File: src/rtl/isn_pkg.sv
`timescale 1ns / 1ps

package isn_pkg;

   localparam int unsigned CapWidth    = 7;
   localparam int unsigned CharWidth   = 7;
   localparam int unsigned ByteWidth   = 8;
   localparam int unsigned MaxResults  = 3;
   localparam int unsigned ResultIdxW  = 2;

   localparam logic [CapWidth-1:0]  CAP_RESET   = 7'd48;
   localparam logic [ByteWidth-1:0] BYTE_LEAD   = 8'hC3;
   localparam logic [CharWidth-1:0] CHAR_DASH   = 7'h2D;
   localparam logic [CharWidth-1:0] CHAR_S      = 7'h73;
   localparam logic [CharWidth-1:0] CHAR_NONE   = 7'h00;

   typedef enum logic [1:0] {
      KIND_SEP,
      KIND_CHAR,
      KIND_PAIR,
      KIND_LEAD
   } kind_type;

   typedef struct packed {
      logic [CharWidth-1:0] out_char;
      logic                 char_valid;
      logic                 last;
   } result_type;

   typedef struct packed {
      logic                awaiting_continuation;
      logic [CapWidth-1:0] emitted_count;
      logic                dash_pending;
      logic                length_reached;
   } state_type;

   typedef struct packed {
      kind_type             kind;
      logic [CharWidth-1:0] letter;
   } fold_type;

   function automatic fold_type fold_latin(input logic [ByteWidth-1:0] b);
      logic [ByteWidth-1:0] c;
      fold_type             f;
      c        = b;
      f.kind   = KIND_SEP;
      f.letter = CHAR_NONE;
      if (b == 8'hBF) begin
         f.kind   = KIND_CHAR;
         f.letter = 7'h79;
      end else begin
         if (b >= 8'hA0 && b <= 8'hBE) begin
            c = b - 8'h20;
         end
         if (c >= 8'h80 && c <= 8'h85) begin
            f.kind = KIND_CHAR; f.letter = 7'h61;
         end else if (c == 8'h87) begin
            f.kind = KIND_CHAR; f.letter = 7'h63;
         end else if (c >= 8'h88 && c <= 8'h8B) begin
            f.kind = KIND_CHAR; f.letter = 7'h65;
         end else if (c >= 8'h8C && c <= 8'h8F) begin
            f.kind = KIND_CHAR; f.letter = 7'h69;
         end else if (c == 8'h91) begin
            f.kind = KIND_CHAR; f.letter = 7'h6E;
         end else if (c >= 8'h92 && c <= 8'h96) begin
            f.kind = KIND_CHAR; f.letter = 7'h6F;
         end else if (c >= 8'h99 && c <= 8'h9C) begin
            f.kind = KIND_CHAR; f.letter = 7'h75;
         end else if (c == 8'h9D) begin
            f.kind = KIND_CHAR; f.letter = 7'h79;
         end else if (c == 8'h9F) begin
            f.kind = KIND_PAIR; f.letter = CHAR_S;
         end
      end
      return f;
   endfunction

endpackage

File: src/rtl/isn_if.sv
`timescale 1ns / 1ps

interface isn_req_if;
   logic       valid;
   logic       ready;
   logic [7:0] in_byte;
   logic       end_of_string;

   modport source (output valid, output in_byte, output end_of_string, input ready);
   modport sink   (input valid, input in_byte, input end_of_string, output ready);
endinterface

interface isn_rsp_if;
   logic       valid;
   logic       ready;
   logic [6:0] out_char;
   logic       char_valid;
   logic       last;

   modport source (output valid, output out_char, output char_valid, output last,
                   input ready);
   modport sink   (input valid, input out_char, input char_valid, input last,
                   output ready);
endinterface

File: src/rtl/isn_step.sv
`timescale 1ns / 1ps

module isn_step (
   input  logic [7:0]                         in_byte,
   input  logic                               end_of_string,
   input  logic [isn_pkg::CapWidth-1:0]       max_length,
   input  isn_pkg::state_type                 state,
   output isn_pkg::state_type                 state_next,
   output isn_pkg::result_type                results [isn_pkg::MaxResults],
   output logic [isn_pkg::ResultIdxW-1:0]     result_count
);
   import isn_pkg::*;

   fold_type            fold;
   kind_type            kind;
   logic [CharWidth-1:0] letter;
   logic [CapWidth-1:0] count;
   logic                dash;
   logic [ResultIdxW-1:0] n;

   always_comb begin
      fold = fold_latin(in_byte);
      kind   = KIND_SEP;
      letter = CHAR_NONE;
      if (state.awaiting_continuation) begin
         kind   = fold.kind;
         letter = fold.letter;
      end else if (in_byte >= 8'h41 && in_byte <= 8'h5A) begin
         kind   = KIND_CHAR;
         letter = 7'(in_byte + 8'h20);
      end else if ((in_byte >= 8'h61 && in_byte <= 8'h7A) ||
                   (in_byte >= 8'h30 && in_byte <= 8'h39)) begin
         kind   = KIND_CHAR;
         letter = in_byte[6:0];
      end else if (in_byte == BYTE_LEAD && !end_of_string) begin
         kind   = KIND_LEAD;
      end
   end

   always_comb begin
      state_next = state;
      count      = state.emitted_count;
      dash       = state.dash_pending;
      n          = '0;
      for (int i = 0; i < MaxResults; i++) begin
         results[i] = '{out_char: CHAR_NONE, char_valid: 1'b0, last: 1'b0};
      end
      if (!state.length_reached) begin
         state_next.awaiting_continuation = (kind == KIND_LEAD);
         case (kind)
            KIND_CHAR, KIND_PAIR: begin
               if (count < max_length) begin
                  if (dash) begin
                     results[n] = '{out_char: CHAR_DASH, char_valid: 1'b1, last: 1'b0};
                     n = n + 2'd1;
                     dash = 1'b0;
                  end
                  results[n] = '{out_char: letter, char_valid: 1'b1, last: 1'b0};
                  n = n + 2'd1;
                  count = count + 7'd1;
                  if (kind == KIND_PAIR && count < max_length) begin
                     results[n] = '{out_char: letter, char_valid: 1'b1, last: 1'b0};
                     n = n + 2'd1;
                     count = count + 7'd1;
                  end
               end
            end
            KIND_SEP: begin
               if (!dash && count != '0 && count < max_length) begin
                  dash  = 1'b1;
                  count = count + 7'd1;
               end
            end
            default: begin
            end
         endcase
         state_next.emitted_count  = count;
         state_next.dash_pending   = dash;
         state_next.length_reached = (count >= max_length);
      end
      if (end_of_string) begin
         if (n == '0) begin
            n = 2'd1;
         end
         results[n - 2'd1].last = 1'b1;
         state_next = '{awaiting_continuation: 1'b0, emitted_count: '0,
                        dash_pending: 1'b0, length_reached: 1'b0};
      end
      result_count = n;
   end

endmodule

File: src/rtl/identifier_slug_normalizer.sv
`timescale 1ns / 1ps

// Turns a UTF-8 string, one byte per req transaction, into a lowercase slug of a-z,
// 0-9 and dash on rsp, one character per transaction; the result with last set
// closes the string, and an end byte that yields no character (so any string with
// no characters) yields one bare end marker (char_valid low). csr_write_data sets
// the length cap (reset 48); the user must write it while the block is idle, as
// the block does not enforce this. A byte is taken every cycle while rsp is ready
// and each byte yields at most one result; a byte with two or three results (a dash
// before a letter, or sharp s) holds req as they leave the single rsp slot, one per cycle.
module identifier_slug_normalizer (
   input  logic                         clock,
   input  logic                         reset,
   input  logic                         csr_write_enable,
   input  logic [isn_pkg::CapWidth-1:0] csr_write_data,
   isn_req_if.sink                      req_chan,
   isn_rsp_if.source                    rsp_chan
);
   import isn_pkg::*;

   logic [CapWidth-1:0]   max_length_ff;
   state_type             state_ff, state_in;
   result_type            slot_ff [MaxResults];
   result_type            slot_in [MaxResults];
   logic [ResultIdxW-1:0] rem_ff, pos_ff, count_in;
   logic                  req_take, rsp_take;

   isn_step u_step (
      .in_byte       (req_chan.in_byte),
      .end_of_string (req_chan.end_of_string),
      .max_length    (max_length_ff),
      .state         (state_ff),
      .state_next    (state_in),
      .results       (slot_in),
      .result_count  (count_in)
   );

   assign rsp_chan.valid      = (rem_ff != '0);
   assign rsp_chan.out_char   = slot_ff[pos_ff].out_char;
   assign rsp_chan.char_valid = slot_ff[pos_ff].char_valid;
   assign rsp_chan.last       = slot_ff[pos_ff].last;

   assign req_chan.ready = (rem_ff == '0) || (rem_ff == 2'd1 && rsp_chan.ready);
   assign req_take       = req_chan.valid && req_chan.ready;
   assign rsp_take       = rsp_chan.valid && rsp_chan.ready;

   always_ff @(posedge clock) begin
      if (reset) begin
         max_length_ff <= CAP_RESET;
         state_ff      <= '0;
         rem_ff        <= '0;
         pos_ff        <= '0;
      end else begin
         if (csr_write_enable) begin
            max_length_ff <= csr_write_data;
         end
         if (req_take) begin
            state_ff <= state_in;
            rem_ff   <= count_in;
            pos_ff   <= '0;
         end else if (rsp_take) begin
            rem_ff <= rem_ff - 2'd1;
            pos_ff <= pos_ff + 2'd1;
         end
      end
   end

   always_ff @(posedge clock) begin
      if (req_take) begin
         slot_ff <= slot_in;
      end
   end

`ifndef SYNTHESIS
   a_slot_bound: assert property (@(posedge clock) disable iff (reset)
      ({1'b0, rem_ff} + {1'b0, pos_ff}) <= 3'(MaxResults))
      else $error("result slot pointer beyond the stored results");

   a_no_overwrite: assert property (@(posedge clock) disable iff (reset)
      (req_take && rsp_chan.valid) |-> (rem_ff == 2'd1 && rsp_chan.ready))
      else $error("new transaction taken over undelivered results");

   a_marker_last: assert property (@(posedge clock) disable iff (reset)
      (rsp_chan.valid && !rsp_chan.char_valid) |-> rsp_chan.last)
      else $error("bare end marker without last");

   a_eos_clears: assert property (@(posedge clock) disable iff (reset)
      (req_take && req_chan.end_of_string) |=> (state_ff == '0))
      else $error("string state not cleared after end of string");
`endif

endmodule
File: src/flat_wrapper.sv
// flat-port wrapper written by rule: the top's interface ports become plain ports
module identifier_slug_normalizer_flat import isn_pkg::*;
  (clock, reset, csr_write_enable, csr_write_data, req_chan_valid, req_chan_in_byte, req_chan_end_of_string, req_chan_ready, rsp_chan_valid, rsp_chan_out_char, rsp_chan_char_valid, rsp_chan_last, rsp_chan_ready);
  isn_req_if req_chan_i ();
  isn_rsp_if rsp_chan_i ();
  input  logic clock;
  input  logic reset;
  input  logic csr_write_enable;
  input  logic [isn_pkg::CapWidth-1:0] csr_write_data;
  input wire logic [$bits(req_chan_i.valid)-1:0] req_chan_valid;
  input wire logic [$bits(req_chan_i.in_byte)-1:0] req_chan_in_byte;
  input wire logic [$bits(req_chan_i.end_of_string)-1:0] req_chan_end_of_string;
  output wire logic [$bits(req_chan_i.ready)-1:0] req_chan_ready;
  output wire logic [$bits(rsp_chan_i.valid)-1:0] rsp_chan_valid;
  output wire logic [$bits(rsp_chan_i.out_char)-1:0] rsp_chan_out_char;
  output wire logic [$bits(rsp_chan_i.char_valid)-1:0] rsp_chan_char_valid;
  output wire logic [$bits(rsp_chan_i.last)-1:0] rsp_chan_last;
  input wire logic [$bits(rsp_chan_i.ready)-1:0] rsp_chan_ready;
  assign req_chan_i.valid = req_chan_valid;
  assign req_chan_i.in_byte = req_chan_in_byte;
  assign req_chan_i.end_of_string = req_chan_end_of_string;
  assign req_chan_ready = req_chan_i.ready;
  assign rsp_chan_valid = rsp_chan_i.valid;
  assign rsp_chan_out_char = rsp_chan_i.out_char;
  assign rsp_chan_char_valid = rsp_chan_i.char_valid;
  assign rsp_chan_last = rsp_chan_i.last;
  assign rsp_chan_i.ready = rsp_chan_ready;
  identifier_slug_normalizer u_core (.clock(clock), .reset(reset), .csr_write_enable(csr_write_enable), .csr_write_data(csr_write_data), .req_chan(req_chan_i), .rsp_chan(rsp_chan_i));
endmodule
File: config.mk
export PLATFORM = sky130hd
export DESIGN_NAME = identifier_slug_normalizer_flat
export DESIGN_NICKNAME = d
export VERILOG_FILES = /design/src/rtl/isn_pkg.sv /design/src/rtl/isn_if.sv /design/src/rtl/isn_step.sv /design/src/rtl/identifier_slug_normalizer.sv /design/src/flat_wrapper.sv
export SDC_FILE = /design/constraint.sdc
export NUM_CORES = 1
export LEC_CHECK = 0
export BUFFER_PORTS_ARGS = -buffer_cell sky130_fd_sc_hd__buf_4
export CAP_MARGIN = 20
export CORE_ASPECT_RATIO = 0.7
export CORE_MARGIN = 8
export CORE_UTILIZATION = 45
export CTS_CLUSTER_DIAMETER = 60
export DETAILED_ROUTE_END_ITERATION = 10
export PLACE_DENSITY = 0.66
export SLEW_MARGIN = 20
export SYNTH_ARGS = -nofsm -noshare
export SYNTH_HDL_FRONTEND = slang
export SYNTH_SLANG_ARGS = --single-unit
File: constraint.sdc
create_clock -name clock -period 4.7 [get_ports clock]
set_clock_uncertainty 0.15 [all_clocks]
set_input_delay 0.47 -clock clock [delete_from_list [all_inputs] [get_ports clock]]
set_output_delay 0.47 -clock clock [all_outputs]
set_load 0.005 [all_outputs]
* Word-level counts from Yosys, hierarchy flattened
Cells that the tools add are included.
Word-level totals: flip-flop bits (word level) 48, input port bits 21, output and inout port bits 11
Operators by class: $add $sub $neg 9, $lt $le $gt $ge 28, equality and inequality tests 13, mux-type cells 63, bitwise gates (word level) 4, reduce and logical (&&, ||, !) cells 34
Operator list (number):
- $mux 9 | 17
- $mux 27 | 5
- $bwmux 27 | 3
- $demux 9 s2 | 3
- $mux 7 | 7
- $eq 8x8->1 const B | 6
- $ge 8x8->1 const B | 6
- $le 8x8->1 const B | 6
- $mux 2 | 16
- $mux 8 | 3
- $mux 10 | 2
- $logic_and 1x1->1 | 19
- $bmux 9 s2 | 1
- $ge 8x7->1 const B | 2
- $le 8x7->1 const B | 2
- $add 7x1->7 const B | 2
- $lt 7x7->1 | 2
- $pmux 7 s2 | 1
- $ge 3x3->1 const B | 4
- $not 2->3 | 4
- $lt 3x1->1 const B | 3
- $ge 8x6->1 const B | 1
- $le 8x6->1 const B | 1
- $sub 8x6->8 const B | 1
- 19 further kinds | 34

* Longest topological paths before layout
word-level depth 37, mapped depth 23, depth with buffers taken out 23

* By module
From an unflattened synthesis, not the netlist that was laid out.
Unflattened totals: cells, all modules 516, area, all modules 4269.1 um2
Modules (own cells, without submodules):
- isn_step | instances 1, cells each 363, area an instance 2402.3 um2
- identifier_slug_normalizer | instances 1, cells each 153, area an instance 1866.8 um2

* Worst setup path before layout
Ideal clock, no wire load.
kind input -> register, start point input port req_chan_in_byte[2], end point register u_core.state_ff[0] in the netlist's numbering, setup time 188 ps, arrival 4096 ps, slack 266 ps, stages on the path 19, cells stage by stage or4_4 o21ai_2 a22oi_2 or2_1 buf_6 o32a_1 ha_1 clkbuf_1 and3b_1 o211ai_1 o21a_1 ha_1 nand2b_1 a21o_1 a21o_1 a21oi_1 o21ai_0 a211oi_1 a2111oi_0
Between the ends: longest elaborated chain between the ends 25, elaborated cells on any way between the ends 64, classes of those cells add/sub: 1; order compare: 19; eq/ne: 8; mux: 22; reduce/logical: 14
Ends and longest elaborated chain:
- start, declared | line flat_wrapper.sv:11 | input wire logic [$bits(req_chan_i.in_byte)-1:0] req_chan_in_byte;
- branches (longest 15 deep; another with $ge 8x8->1)
- $mux 2 (*) | line isn_step.sv:25 | if (state.awaiting_continuation) begin
- $eq 2x2->1 | line isn_step.sv:50, isn_step.sv:61
- $logic_and 1x1->1 | line isn_step.sv:61 | if (kind == KIND_PAIR && count < max_length) begin
- $mux 7 | line isn_step.sv:61
- $mux 7 | line isn_step.sv:52 | if (count < max_length) begin
- $pmux 7 s2 (*) | line isn_step.sv:50 | case (kind)
- $mux 7 (*) | line isn_step.sv:48 | if (!state.length_reached) begin
- $ge 7x7->1 (*) | line isn_step.sv:79 | state_next.length_reached = (count >= max_length);
- $mux 10 (*) | line isn_step.sv:48
- $mux 10 (*) | line isn_step.sv:81 | if (end_of_string) begin
- end signal, assigned | line identifier_slug_normalizer.sv:58 | state_ff <= state_in;
- end, declared | line identifier_slug_normalizer.sv:22 | state_type state_ff, state_in;
Every way passes the cells marked *. The select of a mux whose other input is x is not followed. A chain may end at the register's enable or synchronous reset.

* Worst setup path after layout
Same ends and word-level chain as after synthesis.

==> run_results.csv <==
group,metric,value,unit
power,pwr-share-seq,37.6,%
setup_path,arrival,4.42,ns
cts,cts_buffers,5,
placement,placement.cell_area,4624,µm²
synth,synth-edff-count,27,
floorplan,initial_utilization,46.28,%
power,vdd_ir_drop_max,0.1696,mV
power,fraction_of_power_consumed_by_the_clock_network,32.2,%
cells_and_area,fillerInstances,749,
routing,drt_first_iter_violations,456,
floorplan,num_rows,28,
cells_and_area,fin_cells,661,
synth,synth_async_sr_flop_share,0,%
global_routing,grt_pass1_vias,3428,
timing,tightest_slew,0.6754,ns
timing,max-slew-margin-rel,54.91,%
placement,port_buffers,31,
run,drv_cap,0,
placement,gp_routability_congestion,0.9962,
routing,dr.pass1.iters,5,
timing,final.min_clock_period,4.400,ns
setup_path,critPathMaxStageDelay,0.53,ns
setup_path,start_kind,"primary input",
cts,clk_pin_slew,0.07,ns
setup_path,critical_path.endpoint_type,"flop",
setup_path,cp_num_buf_inv,2,
floorplan,die_w,127.6,µm
global_routing,grt_start_max_net_pins,37,
cts,clock_path_buffers,2,
cells_and_area,area_growth_syn_to_layout,23.28,%
cells_and_area,layout.core_utilization,57.05,%
power,power.switching_fraction,30.48,%
global_routing,grt_antenna_before_repair,0,
synth,mappedNetlistNets,523,
synth,syn_area_per_cell,8.366,µm²
setup_path,cpLargestDelayFamily,"compound AO/OA/AOI/OAI gates",
routing,routed_wire_length_per_instance,16.49,µm
synth,synth.ff_latch_count,48,
timing,period_utilization,93.61,%
cts,clock_insertion_delay_worst_skew,0.29,ns
routing,drc,0,
power,comb_power_share,30.1,%
timing,rsz0062_at_grt,"no",
routing,dr_total_vias,3814,
timing,report.final.slew_viol_count,0,
timing,hold_slack,0.2449,ns
timing,endpoints_failing_hold,0,
placement,dp.final_hpwl,8238,µm
power,cellLeakagePower,0.002089,µW
power,power_density,307.5,nW/µm²
setup_path,timing.critical_path.fanout_max,4,
timing,timing.final.setup_violations,0,
global_routing,globalRouteOverflowTotal,0,
worst_hold_path,hold_path.class,"in2reg",
setup_path,worst_path_max_delay_cell,"sky130_fd_sc_hd__or4_4",
cells_and_area,antenna_cells,0,
global_routing,grt_pass1_wl,17490,µm
synth,synth_flop_cell,"sky130_fd_sc_hd__edfxtp_1",
floorplan,fp.dieArea,12010,µm²
placement,place.detailed.instances,653,
routing,number_of_antenna_violating_nets_in_the_routed_design,0,
synth,syn-cell-area,3924,µm²
power,internal-power,1034,µW
power,total_switching_power,453.4,µW
floorplan,dieHeight,94.13,µm
global_routing,grtUsageTotal,18.04,%
cts,htree_levels,2,
cts,clock_sinks,48,
synth,synthesis.instances,469,
synth,synth.yosys.seq_area_share,31.38,%
cts,ctsRootBufferMaster,"sky130_fd_sc_hd__clkbuf_16",
floorplan,design.core.area,8478,µm²
cells_and_area,drive_gt1_share,22.18,%
setup_path,setup.worst_path.class,"in2reg",
setup_path,path_cells,"buf_4 > or4_4 > o21ai_2 > a22oi_2 > or2_1 > o32a_1 > inv_2 > ha_1 > nand3b_1 > a211oi_1 > o211ai_1 > nor2_2 > xnor2_1 > a222oi_1 > nand2_1 > ha_1 > nand2_1 > o21ai_0 > a211oi_1 > a2111oi_1",
cells_and_area,final_design_area_no_fill,4837,µm²
synth,ys.warnings.count,0,
setup_path,worst-endpoint-required,4.72,ns
run_status,run_status,"finished, final reports clean",
routing,route.final.wire_length,10900,µm
timing,finalSetupTns,0,ns
timing,max_freq,0.2273,GHz
cells_and_area,finish.net_count,594,
floorplan,ioPinCount,32,
routing,detail_route.vias_per_cell,5.770,
synth,synth_cell_types,69,
cts,cts_tree,"built",
## worst reg2reg max path: stages, from the launching register on
cell and delay [ns]:
sky130_fd_sc_hd__dfxtp_1 0.46, sky130_fd_sc_hd__ha_1 0.30, sky130_fd_sc_hd__nand3_1 0.14, sky130_fd_sc_hd__xnor2_1 0.25, sky130_fd_sc_hd__inv_1 0.07, sky130_fd_sc_hd__ha_1 0.32, sky130_fd_sc_hd__a21o_1 0.17, sky130_fd_sc_hd__a21oi_1 0.12
sky130_fd_sc_hd__o21ai_1 0.14, sky130_fd_sc_hd__a21oi_1 0.30, sky130_fd_sc_hd__nand2b_1 0.18, sky130_fd_sc_hd__a221oi_1 0.09, sky130_fd_sc_hd__o21a_1 0.21, sky130_fd_sc_hd__ha_1 0.27, sky130_fd_sc_hd__nand2b_1 0.14, sky130_fd_sc_hd__a21o_1 0.17
sky130_fd_sc_hd__a21o_1 0.17, sky130_fd_sc_hd__a21oi_1 0.13, sky130_fd_sc_hd__o21ai_0 0.10, sky130_fd_sc_hd__a211oi_1 0.24, sky130_fd_sc_hd__a2111oi_1 0.09
## stage by stage
step / total power (µW) / setup WS, ns
after floorplan: 826.6 / 0.2657
after global placement: 1001 / 0.05594
after detailed placement: 1012 / -0.03358
after CTS: 1489 / 0.2179
after global routing: 1561 / 0.009394
final: 1488 / 0.3002
## cell type report
class                           count  area, µm²  share of cell area [%]
Inverter                           34      127.6                   2.638
Multi-Input combinational cell    363       2474                   51.14
Tap cell                          120      150.1                   3.104
Clock inverter                      3      68.82                   1.423
Timing Repair Buffer               88      660.6                   13.66
Clock buffer                        5      125.1                   2.587
Sequential cell                    48       1231                   25.45
## power groups by stage
stage	logic, µW	clock network, µW	registers (µW)
floorplan	275	0	552
global placement	435	0	566
detailed placement	443	0	570
CTS	446	483	560
global route	495	498	568
finish	448	479	560
## state kept, by name, indices dropped and copies added (netlist names)
signal	count
u_core.max_length_ff	7
u_core.pos_ff	2
u_core.rem_ff	2
u_core.slot_ff	27
u_core.state_ff	10
## final timing paths
path / startpoint / end / slack, ns / depth (start not counted)
setup / recovery: req_chan_in_byte[2] / u_core.state_ff[0]$_SDFFE_PP0P_ / 0.30 / 20
setup reg to reg: u_core.state_ff[2]$_SDFFE_PP0P_ / u_core.state_ff[0]$_SDFFE_PP0P_ / 0.38 / 20
hold reg to reg: u_core.rem_ff[1]$_SDFFE_PP0P_ / u_core.rem_ff[1]$_SDFFE_PP0P_ / 0.35 / 2
hold / removal: csr_write_data[5] / u_core.max_length_ff[5]$_SDFFE_PP1P_ / 0.24 / 3
## logic make-up (layout without fill, tap and decap cells)
kind of cell	count (synthesis)	in the layout	synth area share [%]
buffers and inverters	58	130	6.059
adder cells (fa/ha/maj)	33	33	10.52
XOR/XNOR	13	13	2.902
multiplexers	15	15	3.826
AO/OA/AOI/OAI	136	136	24.20
AND/OR/NAND/NOR	166	166	21.11
flip-flops	48	48	31.38
## cells in the final DEF, fill, tap and decap left out, drive strengths merged, types with 4 or more instances in the layout
cell type | Yosys | final
nand4 | 6 | 6
buf | 11 | 88
dfxtp | 21 | 21
a22oi | 7 | 7
a21oi | 24 | 24
nand2b | 7 | 7
mux2i | 15 | 15
xnor2 | 10 | 10
nand2 | 41 | 41
nor2 | 44 | 44
nor3 | 20 | 20
o211ai | 11 | 11
o21a | 5 | 5
nor2b | 7 | 7
a22o | 4 | 4
ha | 33 | 33
nand3 | 20 | 20
inv | 34 | 35
o22ai | 6 | 6
a31oi | 6 | 6
clkbuf | 13 | 5
nor4 | 4 | 4
edfxtp | 27 | 27
o21ai | 33 | 33
a221oi | 4 | 4
a21o | 12 | 12
and2 | 4 | 4
## cell usage after synthesis, types with 3 or more instances
library cell / count / share of area (%)
sky130_fd_sc_hd__inv_1: 32 / 3.1
sky130_fd_sc_hd__nor2b_1: 6 / 0.96
sky130_fd_sc_hd__nor2_1: 42 / 4.0
sky130_fd_sc_hd__xnor2_1: 10 / 2.2
sky130_fd_sc_hd__clkbuf_1: 13 / 1.2
sky130_fd_sc_hd__nand3_1: 19 / 2.4
sky130_fd_sc_hd__xor2_1: 3 / 0.67
sky130_fd_sc_hd__a22o_1: 4 / 0.89
sky130_fd_sc_hd__a21oi_1: 24 / 3.1
sky130_fd_sc_hd__o211ai_1: 10 / 1.9
sky130_fd_sc_hd__and2_1: 4 / 0.64
sky130_fd_sc_hd__nand2_1: 41 / 3.9
sky130_fd_sc_hd__nor3_1: 19 / 2.4
sky130_fd_sc_hd__ha_1: 33 / 11
sky130_fd_sc_hd__nand2b_1: 7 / 1.1
sky130_fd_sc_hd__a22oi_1: 4 / 0.77
sky130_fd_sc_hd__or2_1: 3 / 0.48
sky130_fd_sc_hd__a221oi_1: 3 / 0.67
sky130_fd_sc_hd__o21a_1: 5 / 0.96
sky130_fd_sc_hd__buf_2: 7 / 0.89
sky130_fd_sc_hd__nor4_1: 4 / 0.64
sky130_fd_sc_hd__a211oi_1: 3 / 0.57
sky130_fd_sc_hd__o21ai_0: 26 / 3.3
sky130_fd_sc_hd__o21bai_1: 3 / 0.57
sky130_fd_sc_hd__a21o_1: 12 / 2.3
sky130_fd_sc_hd__a31oi_1: 6 / 0.96
sky130_fd_sc_hd__nand4_1: 6 / 0.96
sky130_fd_sc_hd__o21ai_2: 3 / 0.67
sky130_fd_sc_hd__mux2i_1: 15 / 3.8
sky130_fd_sc_hd__o21ai_1: 4 / 0.51
sky130_fd_sc_hd__o22ai_1: 5 / 0.80
sky130_fd_sc_hd__dfxtp_1: 21 / 11
sky130_fd_sc_hd__edfxtp_1: 27 / 21
## repair_timing
item,CTS,global route
resized for setup,0,7
endpoints found under the setup margin,0,1
setup buffers,0,0
hold buffers,0,0
hold endpoints to repair,0,0
## per-layer routing
| layer | vias up | global-route usage [%] | wire [µm] |
|---|---|---|---|
| li1 | 1860 | - | - |
| met1 | 1787 | 26.38 | 5366 |
| met2 | 153 | 26.51 | 4571 |
| met3 | 14 | 3.571 | 824 |
| met4 | 0 | 4.039 | 137 |
| met5 | - | 0 | 0 |
(Power assumes the default switching activity.)
